--- src/sv/scrs_pkg.sv ---
// Package: shared types and constants for the secant cubic root solver.
`default_nettype none
package scrs_pkg;
	localparam int FRAC_BITS_DEF   = 16;
	localparam int VALUE_WIDTH_DEF = 32;
	localparam int LIMIT_W         = 8;
	localparam int TOL_W           = 31;
	localparam int STATUS_W        = 2;
	localparam int CFG_ADDR_W      = 1;
	localparam int CFG_DATA_W      = 31;
	localparam logic [CFG_ADDR_W-1:0] REG_ITERATION_LIMIT = 1'd0;
	localparam logic [CFG_ADDR_W-1:0] REG_TOLERANCE       = 1'd1;
	localparam logic [LIMIT_W-1:0]    LIMIT_RESET         = 8'd20;
	localparam logic [TOL_W-1:0]      TOL_RESET           = 31'd7;

	typedef enum logic [STATUS_W-1:0] {
		ST_CONVERGED = 2'd0,
		ST_DIV_ERROR = 2'd1,
		ST_TOO_CLOSE = 2'd2,
		ST_NO_CONV   = 2'd3
	} status_t;

	typedef enum logic [3:0] {
		S_IDLE, S_LOAD, S_F_SQ, S_F_CUBE, S_F_DONE, S_CHECK0, S_LOOP,
		S_NUM_A, S_NUM_B, S_NUM_C, S_DIV_INIT, S_DIV, S_DIV_DONE, S_CHECK2, S_DONE
	} state_t;

	// datapath operations issued by the controller
	typedef enum logic [3:0] {
		OP_NONE, OP_LOAD, OP_SQ, OP_CUBE, OP_FIN, OP_NUM_A, OP_NUM_B, OP_NUM_C,
		OP_DIV_START, OP_DIV_STEP, OP_DIV_END, OP_ADVANCE
	} op_t;

	// which value feeds the cubic evaluator
	typedef enum logic [1:0] {
		SEL_X0, SEL_X1, SEL_X2
	} fsel_t;

	typedef struct packed {
		op_t   op;
		fsel_t fsel;
	} scrs_cmd_t;

	typedef struct packed {
		logic f_equal;    // f0 == f1
		logic too_close;  // |f1-f0| < tol
		logic den_zero;   // f1 == f0
		logic conv;       // |f2| <= tol
		logic div_last;   // final quotient bit this step
	} scrs_stat_t;
endpackage
`default_nettype wire

--- src/sv/scrs_ctrl.sv ---
// Controller: sequences cubic evaluations, secant division and result reporting.
`default_nettype none
module scrs_ctrl
	import scrs_pkg::*;
(
	input  wire                  clk,
	input  wire                  arst_n,
	input  wire                  start,
	input  wire [LIMIT_W-1:0]    limit,
	input  wire scrs_stat_t      stat,
	output logic                 busy,
	output logic                 done,
	output scrs_cmd_t            cmd,
	output status_t              status,
	output logic [LIMIT_W-1:0]   iterations
);
	state_t            state_q, state_nx;
	fsel_t             fsel_q, fsel_nx;
	logic [LIMIT_W-1:0] itr_q, itr_nx;
	status_t           st_q, st_nx;

	// advance state
	always_ff @(posedge clk or negedge arst_n) begin
		if (!arst_n) begin
			state_q <= S_IDLE;
			fsel_q  <= SEL_X0;
			itr_q   <= '0;
			st_q    <= ST_NO_CONV;
		end else begin
			state_q <= state_nx;
			fsel_q  <= fsel_nx;
			itr_q   <= itr_nx;
			st_q    <= st_nx;
		end
	end

	// next state
	always_comb begin
		state_nx = state_q;
		fsel_nx  = fsel_q;
		itr_nx   = itr_q;
		st_nx    = st_q;
		case (state_q)
			S_IDLE: begin
				if (start) begin
					state_nx = S_LOAD;
					itr_nx   = '0;
				end
			end
			S_LOAD: begin
				fsel_nx  = SEL_X0;
				state_nx = S_F_SQ;
			end
			S_F_SQ:   state_nx = S_F_CUBE;
			S_F_CUBE: state_nx = S_F_DONE;
			S_F_DONE: begin
				if (fsel_q == SEL_X0) begin
					fsel_nx  = SEL_X1;
					state_nx = S_F_SQ;
				end else if (fsel_q == SEL_X1) begin
					state_nx = S_CHECK0;
				end else begin
					state_nx = S_CHECK2;
				end
			end
			S_CHECK0: begin
				if (stat.f_equal) begin
					st_nx    = ST_DIV_ERROR;
					state_nx = S_DONE;
				end else begin
					state_nx = S_LOOP;
				end
			end
			S_LOOP: begin
				if (itr_q == limit) begin
					st_nx    = ST_NO_CONV;
					state_nx = S_DONE;
				end else if (stat.too_close) begin
					st_nx    = ST_TOO_CLOSE;
					state_nx = S_DONE;
				end else if (stat.den_zero) begin
					st_nx    = ST_DIV_ERROR;
					state_nx = S_DONE;
				end else begin
					state_nx = S_NUM_A;
				end
			end
			S_NUM_A:    state_nx = S_NUM_B;
			S_NUM_B:    state_nx = S_NUM_C;
			S_NUM_C:    state_nx = S_DIV_INIT;
			S_DIV_INIT: state_nx = S_DIV;
			S_DIV: begin
				if (stat.div_last) state_nx = S_DIV_DONE;
			end
			S_DIV_DONE: begin
				fsel_nx  = SEL_X2;
				state_nx = S_F_SQ;
			end
			S_CHECK2: begin
				itr_nx = itr_q + LIMIT_W'(1);
				if (stat.conv) begin
					st_nx    = ST_CONVERGED;
					state_nx = S_DONE;
				end else begin
					state_nx = S_LOOP;
				end
			end
			S_DONE:  state_nx = S_IDLE;
			default: state_nx = S_IDLE;
		endcase
	end

	// outputs
	always_comb begin
		cmd.op     = OP_NONE;
		cmd.fsel   = fsel_q;
		busy       = (state_q != S_IDLE);
		done       = (state_q == S_DONE);
		status     = st_q;
		iterations = itr_q;
		case (state_q)
			S_IDLE:     cmd.op = start ? OP_LOAD : OP_NONE;
			S_F_SQ:     cmd.op = OP_SQ;
			S_F_CUBE:   cmd.op = OP_CUBE;
			S_F_DONE:   cmd.op = OP_FIN;
			S_NUM_A:    cmd.op = OP_NUM_A;
			S_NUM_B:    cmd.op = OP_NUM_B;
			S_NUM_C:    cmd.op = OP_NUM_C;
			S_DIV_INIT: cmd.op = OP_DIV_START;
			S_DIV:      cmd.op = OP_DIV_STEP;
			S_DIV_DONE: cmd.op = OP_DIV_END;
			S_CHECK2:   cmd.op = stat.conv ? OP_NONE : OP_ADVANCE;
			default:    cmd.op = OP_NONE;
		endcase
	end
endmodule
`default_nettype wire

--- src/sv/scrs_dp.sv ---
// Datapath: estimates, cubic evaluation, secant numerator and restoring divider.
`default_nettype none
module scrs_dp
	import scrs_pkg::*;
#(
	parameter int FRAC_BITS   = FRAC_BITS_DEF,
	parameter int VALUE_WIDTH = VALUE_WIDTH_DEF
) (
	input  wire                          clk,
	input  wire                          arst_n,
	input  wire scrs_cmd_t               cmd,
	input  wire signed [VALUE_WIDTH-1:0] x0_in,
	input  wire signed [VALUE_WIDTH-1:0] x1_in,
	input  wire [TOL_W-1:0]              tol,
	input  wire status_t                 status,
	output scrs_stat_t                   stat,
	output logic signed [VALUE_WIDTH-1:0] root
);
	localparam int W   = VALUE_WIDTH;
	localparam int PW  = 2 * W;
	localparam int NW  = 2 * W + 1;
	localparam int CW  = $clog2(NW + 1);
	localparam int TW  = (TOL_W > W + 1) ? TOL_W : W + 1;
	localparam logic signed [W-1:0] MAXV = {1'b0, {(W-1){1'b1}}};
	localparam logic signed [W-1:0] MINV = {1'b1, {(W-1){1'b0}}};
	localparam logic signed [W+5:0] ONE  = (W+6)'(1) <<< FRAC_BITS;

	logic signed [W-1:0]  x0_q, x1_q, x2_q, f0_q, f1_q, f2_q;
	logic signed [PW-1:0] prod_q;
	logic signed [NW-1:0] num_q;
	logic [NW-1:0]        nm_q, q_q;
	logic [W:0]           rem_q, d_q;
	logic                 neg_q;
	logic [CW-1:0]        cnt_q;

	logic signed [W-1:0]  xsel, ma, mb;
	logic signed [PW-1:0] pr;
	logic signed [W-1:0]  qm;
	logic signed [W+5:0]  fsum;
	logic signed [W-1:0]  fsat;
	logic signed [W:0]    den;
	logic [W:0]           dmag;
	logic [W+1:0]         rtry;

	// fixed-point product of the registered result: truncate toward zero, saturate
	function automatic logic signed [W-1:0] qsat(input logic signed [PW-1:0] p);
		logic [PW-1:0]        mag;
		logic [PW-1:0]        sh;
		logic                 n;
		n   = p[PW-1];
		mag = n ? PW'(-p) : p;
		sh  = mag >> FRAC_BITS;
		if (n) begin
			if (sh > PW'({1'b1, {(W-1){1'b0}}})) qsat = MINV;
			else qsat = W'(-sh);
		end else begin
			if (sh > PW'(MAXV)) qsat = MAXV;
			else qsat = W'(sh);
		end
	endfunction

	// pick the operand of the cubic
	always_comb begin
		case (cmd.fsel)
			SEL_X0:  xsel = x0_q;
			SEL_X1:  xsel = x1_q;
			default: xsel = x2_q;
		endcase
	end

	// one shared signed multiplier: square, then saturated square times x
	always_comb begin
		case (cmd.op)
			OP_CUBE:  begin ma = qm;   mb = xsel; end
			OP_NUM_A: begin ma = x0_q; mb = f1_q; end
			OP_NUM_B: begin ma = x1_q; mb = f0_q; end
			default:  begin ma = xsel; mb = xsel; end
		endcase
		pr = PW'(ma) * PW'(mb);
	end

	assign qm   = qsat(prod_q);
	// the cube product sits in the product register during the finish step; qm saturates it
	assign fsum = (W+6)'(qm) - ((W+6)'(xsel) <<< 3) - (W+6)'(xsel) + ONE;
	assign fsat = (fsum > (W+6)'(MAXV)) ? MAXV :
		(fsum < (W+6)'(MINV)) ? MINV : W'(fsum);
	assign den  = (W+1)'(f1_q) - (W+1)'(f0_q);
	assign dmag = den[W] ? (W+1)'(-den) : den;
	assign rtry = {rem_q, nm_q[NW-1]} - {1'b0, d_q};

	// status toward the controller
	always_comb begin
		stat.f_equal   = (f0_q == f1_q);
		stat.den_zero  = (den == '0);
		stat.too_close = (TW'(dmag) < TW'(tol));
		stat.conv      = (TW'(f2_q[W-1] ? (W+1)'(-(W+1)'(f2_q)) : (W+1)'(f2_q))
				<= TW'(tol));
		stat.div_last  = (cnt_q == CW'(1));
	end

	// divider step counter
	always_ff @(posedge clk or negedge arst_n) begin
		if (!arst_n) begin
			cnt_q <= '0;
		end else begin
			case (cmd.op)
				OP_DIV_START: cnt_q <= CW'(NW);
				OP_DIV_STEP:  cnt_q <= cnt_q - CW'(1);
				default:      cnt_q <= cnt_q;
			endcase
		end
	end

	// register every step
	always_ff @(posedge clk) begin
		prod_q <= pr;
		case (cmd.op)
			OP_LOAD: begin
				x0_q <= x0_in;
				x1_q <= x1_in;
			end
			OP_FIN: begin
				case (cmd.fsel)
					SEL_X0:  f0_q <= fsat;
					SEL_X1:  f1_q <= fsat;
					default: f2_q <= fsat;
				endcase
			end
			// numerator assembly: x0*f1 then subtract x1*f0
			OP_NUM_B: num_q <= NW'(prod_q);
			OP_NUM_C: num_q <= num_q - NW'(prod_q);
			OP_DIV_START: begin
				rem_q <= '0;
				q_q   <= '0;
				d_q   <= dmag;
				nm_q  <= num_q[NW-1] ? NW'(-num_q) : num_q;
				neg_q <= num_q[NW-1] ^ den[W];
			end
			OP_DIV_STEP: begin
				rem_q <= rtry[W+1] ? (W+1)'({rem_q, nm_q[NW-1]}) : rtry[W:0];
				q_q   <= {q_q[NW-2:0], ~rtry[W+1]};
				nm_q  <= nm_q << 1;
			end
			OP_DIV_END: begin
				if (neg_q) x2_q <= (q_q > NW'({1'b1, {(W-1){1'b0}}})) ? MINV : W'(-q_q);
				else       x2_q <= (q_q > NW'(MAXV)) ? MAXV : W'(q_q);
			end
			OP_ADVANCE: begin
				x0_q <= x1_q;
				x1_q <= x2_q;
				f0_q <= f1_q;
				f1_q <= f2_q;
			end
			default: ;
		endcase
	end

	// report value
	always_comb begin
		if (status == ST_DIV_ERROR || status == ST_TOO_CLOSE) begin
			root = (-ONE < (W+6)'(MINV)) ? MINV : W'(-ONE);
		end else if (status == ST_CONVERGED) begin
			root = x2_q;
		end else begin
			root = x1_q;
		end
	end
endmodule
`default_nettype wire

--- src/sv/secant_cubic_root_solver_core.sv ---
// Top level: secant root solver for f(x) = x^3 - 9x + 1 in signed fixed point.
//
// Usage: raise start with first_guess and second_guess; the word is taken on
// an edge where start is high and busy is low. busy stays high while the
// solve runs. When it ends, done pulses for one cycle with root, iterations
// and status; the receiver takes it in that cycle and cannot stall.
// Sequence: a load step, then a cubic evaluation (square, cube, sum) for
// each starting value and a check step; each iteration then runs a loop
// check, 3 numerator build steps, 1 divider setup, 2*VALUE_WIDTH+1 = 65
// restoring divider steps at 32 bits, 1 quotient step, 3 cubic steps and
// 1 convergence check. The bit-serial divider dominates the solve time. One
// solve runs at a time; the next word is taken in the cycle after done.
// Configuration: cfg_we, cfg_addr (0 iteration_limit, 1 tolerance), cfg_data;
// write only while busy is low. Reset clears the controller and loads
// iteration_limit 20 and tolerance 7.
`default_nettype none
module secant_cubic_root_solver_core
	import scrs_pkg::*;
#(
	parameter int FRAC_BITS   = FRAC_BITS_DEF,
	parameter int VALUE_WIDTH = VALUE_WIDTH_DEF
) (
	input  wire                           clk,
	input  wire                           arst_n,
	input  wire                           start,
	output logic                          busy,
	input  wire signed [VALUE_WIDTH-1:0]  first_guess,
	input  wire signed [VALUE_WIDTH-1:0]  second_guess,
	input  wire                           cfg_we,
	input  wire [CFG_ADDR_W-1:0]          cfg_addr,
	input  wire [CFG_DATA_W-1:0]          cfg_data,
	output logic                          done,
	output logic signed [VALUE_WIDTH-1:0] root,
	output logic [LIMIT_W-1:0]            iterations,
	output logic [STATUS_W-1:0]           status
);
	logic [LIMIT_W-1:0] limit_q;
	logic [TOL_W-1:0]   tol_q;
	scrs_cmd_t          cmd;
	scrs_stat_t         stat;
	status_t            st;

	// configuration registers
	always_ff @(posedge clk or negedge arst_n) begin
		if (!arst_n) begin
			limit_q <= LIMIT_RESET;
			tol_q   <= TOL_RESET;
		end else if (cfg_we) begin
			case (cfg_addr)
				REG_ITERATION_LIMIT: limit_q <= cfg_data[LIMIT_W-1:0];
				REG_TOLERANCE:       tol_q   <= cfg_data[TOL_W-1:0];
				default: ;
			endcase
		end
	end

	scrs_ctrl u_ctrl (
		.clk        (clk),
		.arst_n     (arst_n),
		.start      (start),
		.limit      (limit_q),
		.stat       (stat),
		.busy       (busy),
		.done       (done),
		.cmd        (cmd),
		.status     (st),
		.iterations (iterations)
	);

	scrs_dp #(
		.FRAC_BITS   (FRAC_BITS),
		.VALUE_WIDTH (VALUE_WIDTH)
	) u_dp (
		.clk    (clk),
		.arst_n (arst_n),
		.cmd    (cmd),
		.x0_in  (first_guess),
		.x1_in  (second_guess),
		.tol    (tol_q),
		.status (st),
		.stat   (stat),
		.root   (root)
	);

	assign status = st;
endmodule
`default_nettype wire
--- config.mk ---
export PLATFORM = sky130hd
export DESIGN_NAME = secant_cubic_root_solver_core
export DESIGN_NICKNAME = d
export VERILOG_FILES = /design/src/sv/scrs_pkg.sv /design/src/sv/scrs_ctrl.sv /design/src/sv/scrs_dp.sv /design/src/sv/secant_cubic_root_solver_core.sv
export SDC_FILE = /design/constraint.sdc
export NUM_CORES = 2
export LEC_CHECK = 0
export ABC_AREA = 1
export BUFFER_PORTS_ARGS = -buffer_cell sky130_fd_sc_hd__buf_4
export CORE_ASPECT_RATIO = 1.2
export CORE_MARGIN = 5
export CORE_UTILIZATION = 55
export DETAILED_ROUTE_END_ITERATION = 8
export HOLD_SLACK_MARGIN = 0.08
export PLACE_DENSITY_LB_ADDON = 0.25
export SYNTH_ARGS = -nofsm -noshare
export SYNTH_HDL_FRONTEND = slang
export SYNTH_HIERARCHICAL = 1
export SYNTH_SLANG_ARGS = --single-unit
export TNS_END_PERCENT = 100
--- constraint.sdc ---
create_clock -name clk -period 16.4 [get_ports clk]
set_input_delay 1.64 -clock clk [delete_from_list [all_inputs] [get_ports clk]]
set_output_delay 1.64 -clock clk [all_outputs]
set_load 0.01 [all_outputs]
[Yosys cells after proc, flatten, opt, wreduce, memory -nomap -nowiden]
Cells that the tools add are included.
Cells by class
  $add $sub $neg: 14
  $mul: 1
  $lt $le $gt $ge: 8
  eq/ne operators: 38
  muxes and demuxes: 52
  bitwise gates (word level): 4
  reductions and logical operators: 24
Operator list (number)
  65-bit case mux with 2 select lines: 3
  32-bit two-way mux: 12
  32-bit case mux with 2 select lines: 6
  33-bit two-way mux: 3
  32-bit case mux with 3 select lines: 1
  33-bit case mux with 2 select lines: 1
  65-bit by 31-bit > comparator with 1-bit output, second input constant: 1
  65-bit by 32-bit > comparator with 1-bit output, second input constant: 1
  65-bit two-way mux: 1
  65-bit negation: 1
  65-bit by 64-bit subtractor with 65-bit output: 1
  32-bit by 32-bit multiplier with 64-bit output: 1
  64-bit two-way mux: 1
  32-bit negation: 2
  64-bit negation: 1
  4-bit case mux with 13 select lines: 1
  48-bit by 31-bit > comparator with 1-bit output, second input constant: 1
  48-bit by 32-bit > comparator with 1-bit output, second input constant: 1
  4-bit == test, second input constant: 11
  4-bit case mux with 11 select lines: 1
  4-bit two-way mux: 10
  38-bit by 18-bit adder with 38-bit output, second input constant: 1
  38-bit by 32-bit > comparator with 1-bit output, second input constant: 1
  38-bit by 32-bit < comparator with 1-bit output, second input constant: 1
  39 further kinds: 77
Storage, ports and cells
  register bits after elaboration: 580
  input bits: 100
  output and inout bits: 44
  logic and storage cells: 161

[Logic depth before layout (Yosys ltp)]
  depth in word-level cells: 13
  depth in mapped cells: 73
  mapped depth without buffers: 71

[Cells and area by module]
Netlist, hierarchy kept.
Modules (own cells, without submodules)
  scrs_dp: instances 1, cells each 10156, area each 79214.7 um^2, seq. area each 15089.5 um^2
  secant_cubic_root_solver_core: instances 1, cells each 171, area each 1597.8 um^2, seq. area each 982.2 um^2
  scrs_ctrl: instances 1, cells each 172, area each 1132.3 um^2, seq. area each 402.9 um^2

[Worst setup path before layout]
OpenSTA, ideal clock, no wires.
  path kind: register to register
  from: reg u_dp.f2_q[0]
  to: reg u_dp.prod_q[62]
  setup time: 0.123 ns
  data arrival time: 14.733 ns
  data required time: 16.277 ns
  path slack: 1.543 ns
  stages on the path, launching flop included: 62
  path buffers: 2
  period minus slack after synthesis: 14.857 ns
  path through: edfxtp_1 inv_1 ha_1 inv_1 nor4_1 inv_1 nor3_1 nand2_1 nor3_1 inv_1 nor4_1 a31oi_1 xor2_1 ha_1 nand2_1 nor2_1 a211oi_1 o221a_2 [26 not listed] fa_1 inv_1 fa_1 inv_1 fa_1 inv_1 fa_1 ha_1 nand2_1 nor2_1 inv_1 nor3_1 nand3_1 nand3_1 nand2_1 o211ai_1 a21oi_1 xor2_1
RTL lines
  from (decl): line scrs_dp.sv:28  | logic signed [W-1:0] x0_q, x1_q, x2_q, f0_q, f1_q, f2_q;
  from (signal assigned): line scrs_dp.sv:126  | default: f2_q <= fsat;
  to (signal assigned): line scrs_dp.sv:116  | prod_q <= pr;
  to (decl): line scrs_dp.sv:29  | logic signed [PW-1:0] prod_q;

==> results.json <==
{
  "status": "complete, no violations",
  "mappedNetlistArea_um2": 81900,
  "grt_pass1_vias": 74585,
  "portBuffers": 143,
  "path_clk_slew_ns": 0.06,
  "grt-ovfl-total": 0,
  "cts_post_setup_buffers_inserted": 0,
  "drive_gt1_share_pct": 5.81,
  "wire_per_inst_um": 24.6,
  "cap_violations": 0,
  "hp-class": "reg -> reg",
  "worstPathMaxFanout": 18,
  "final_common_cell": "nand2_1",
  "yosys_warnings": 6,
  "async_flop_share_pct": 10.7,
  "worst_skew_pair.late_latency_ns": 0.68,
  "synth_seq_cells": 580,
  "cts-resized-gates": 0,
  "hold_violations": 0,
  "tightest_slew_ns": 1.41,
  "synth.avg_cell_area_um2": 7.81,
  "synth_ff_type": "edfxtp_1",
  "holdPathEnd": "tol_q[2]",
  "reg2reg_to": "u_dp/prod_q[46]",
  "slowest_stage": "o22ai_1",
  "cts-root-buf": "clkbuf_16",
  "via_per_inst": 5.83,
  "crit_arrival_ns": 15.56,
  "vias": 73040,
  "wl_um": 308000,
  "start_util_pct": 55.2,
  "synthCells": 10499,
  "r2r_setup_slack_ns": 1.40,
  "reg2reg_depth": 54,
  "drtIter0Drc": 7397,
  "rsz0062_at_grt": "false",
  "critPathRequiredTime_ns": 16.95,
  "worst_path_most_repeated_cell": "inv_1",
  "yosysSeqAreaShare_pct": 20.1,
  "finalSetupTns_ns": 0,
  "drt-pass1-iter-count": 9,
  "cts_buffers": 70,
  "mostFrequentLayoutCells": "nand2_1, inv_1, nor2_1",
  "slew-limit-headroom_pct": 6.08,
  "synth_top_cells_by_area": "fa_1, edfxtp_1, nand2_1",
  "core-area_um2": 148000,
  "grt_pass1_wl_um": 457000,
  "track_usage_pct": 39.0,
  "cp-end-kind": "register",
  "slew_violations": 0,
  "fp.dieArea_um2": 157000,
  "criticalPathCategory": "reg -> reg",
  "areaGrowthSynthToFinish_pct": 6.69,
  "grt_max_degree": 115,
  "die_height_um": 433,
  "tritoncts": "yes",
  "synth-edff-count": 454,
  "synth_cell_types": 70,
  "cpPeakStageDelay_ns": 0.68,
  "drc": 0,
  "min_path_cells": 2,
  "synthDominantCellAreaShare_pct": 27.3,
  "fmax_mhz": 66.7,
  "start_kind": "register",
  "postCtsHoldBufs": 0,
  "skew_ns": 0.0227,
  "hold_start": "tol_q[2]",
  "final_antenna_net_count": 0,
  "die_w_um": 362,
  "r2r-start": "u_dp/f2_q[2]",
  "num_antenna_cells": 0,
  "num_rows": 155,
  "place_congestion": 1.07,
  "setup_viol_count_final": 0,
  "antenna_found_initial": 3,
  "cts-htree-levels": 3,
  "min_period_over_period_pct": 91.5,
  "cts_buffer_depth": 3,
  "post-synth-top-area-cell": "fa_1",
  "finalNetCount": 12189,
  "holdWs_ns": 0.468,
  "post-route-min-period_ns": 15.00,
  "synth_nets": 12172,
  "numClockSinks": 580,
  "dp_hpwl_um": 249000,
  "ios": 144
}
through the flow:
step	utilization (%)	setup slack [ns]	std cells	instance area, um^2
after floorplan	-	1.54	10499	81900
after global placement	57.4	1.62	12406	85200
after detailed placement	57.4	1.68	12406	85200
after CTS	58.9	1.62	12533	87400
after global routing	58.9	0.625	12533	87400
final	58.9	1.40	12533	87400
registers in the layout, summed over array words and instances, names as in the netlist, 31 cells and up:
register	count
u_dp/x0_q	32
u_dp/num_q	65
u_dp/prod_q	64
u_dp/f0_q	32
u_dp/nm_q	65
u_dp/rem_q	33
u_dp/d_q	33
tol_q	31
u_dp/q_q	65
u_dp/f2_q	32
u_dp/x1_q	32
u_dp/f1_q	32
u_dp/x2_q	32
layer usage:
layer / GRT usage, % / vias to the layer above / part of all wire [%]
li1: - / 32774 / -
met5: 0 / - / 0
met3: 7.26 / 1032 / 8.9
met4: 27.4 / 0 / 9.1
met1: 46.9 / 35469 / 36
met2: 63.4 / 3765 / 46
cell families (layout without fill, tap and decap cells):
logic type / after synthesis / count (layout) / share of synthesized area [%]
and+or+nand+nor: 4342 / 4342 / 22.0
AOI/OAI and AO/OA: 1302 / 1302 / 8.82
DFF: 580 / 580 / 20.1
adders and majority gates: 1573 / 1573 / 34.3
buffers and inverters: 2366 / 2438 / 11.2
xor gates and xnor gates: 336 / 336 / 3.59
cell usage after synthesis, drive strengths merged, types with 15 or more instances:
cell and count:
a31oi 71, ha 455, xnor2 137, dfxtp 64, nor4 50, fa 1118, nor2 1372, o21ai 515
nand4 123, nor3 69, xor2 199, o211ai 19, a21oi 493, or2 49, nand3b 33, a21o 24
edfxtp 454, clkbuf 223, inv 2022, o22ai 40, o21a 39, buf 108, nand2 2199, a211oi 15
dfrtp 55, nand3 438
layout make-up:
class                   count  area (um^2)
clock buffers              86         1850
flip-flops and latches    580        16500
multi-input cells        7553        56500
repair buffers            276         2070
fillers                 13690        60900
clock inverters            41          399
inverters                2035         7640
well taps                1962         2450
how the worst max path moves through the flow:
stage	startpoint	end	slack, ns
finish	u_dp/f2_q[2]	u_dp/prod_q[46]	1.40
global route	u_dp/f2_q[2]	u_dp/prod_q[59]	0.63
CTS	u_dp/f2_q[2]	u_dp/prod_q[46]	1.62
detailed placement	u_dp/f2_q[2]	u_dp/prod_q[46]	1.68
global placement	u_dp/f2_q[0]	u_dp/prod_q[46]	1.62
floorplan	u_dp/f2_q[0]	u_dp/prod_q[62]	1.54
critical path: cells and delay by family (launching register included):
| family | cells | cell delay, ns |
|---|---|---|
| buffers and inverters | 10 | 1.67 |
| adders and majority gates | 10 | 4.91 |
| DFF | 1 | 0.40 |
| AOI/OAI and AO/OA | 10 | 2.97 |
| and+or+nand+nor | 22 | 4.55 |
| xor gates and xnor gates | 2 | 0.33 |
Power is left out: the tool's default activity adds up to more than one toggle a clock period on the data nets, which glitch-free logic cannot reach.
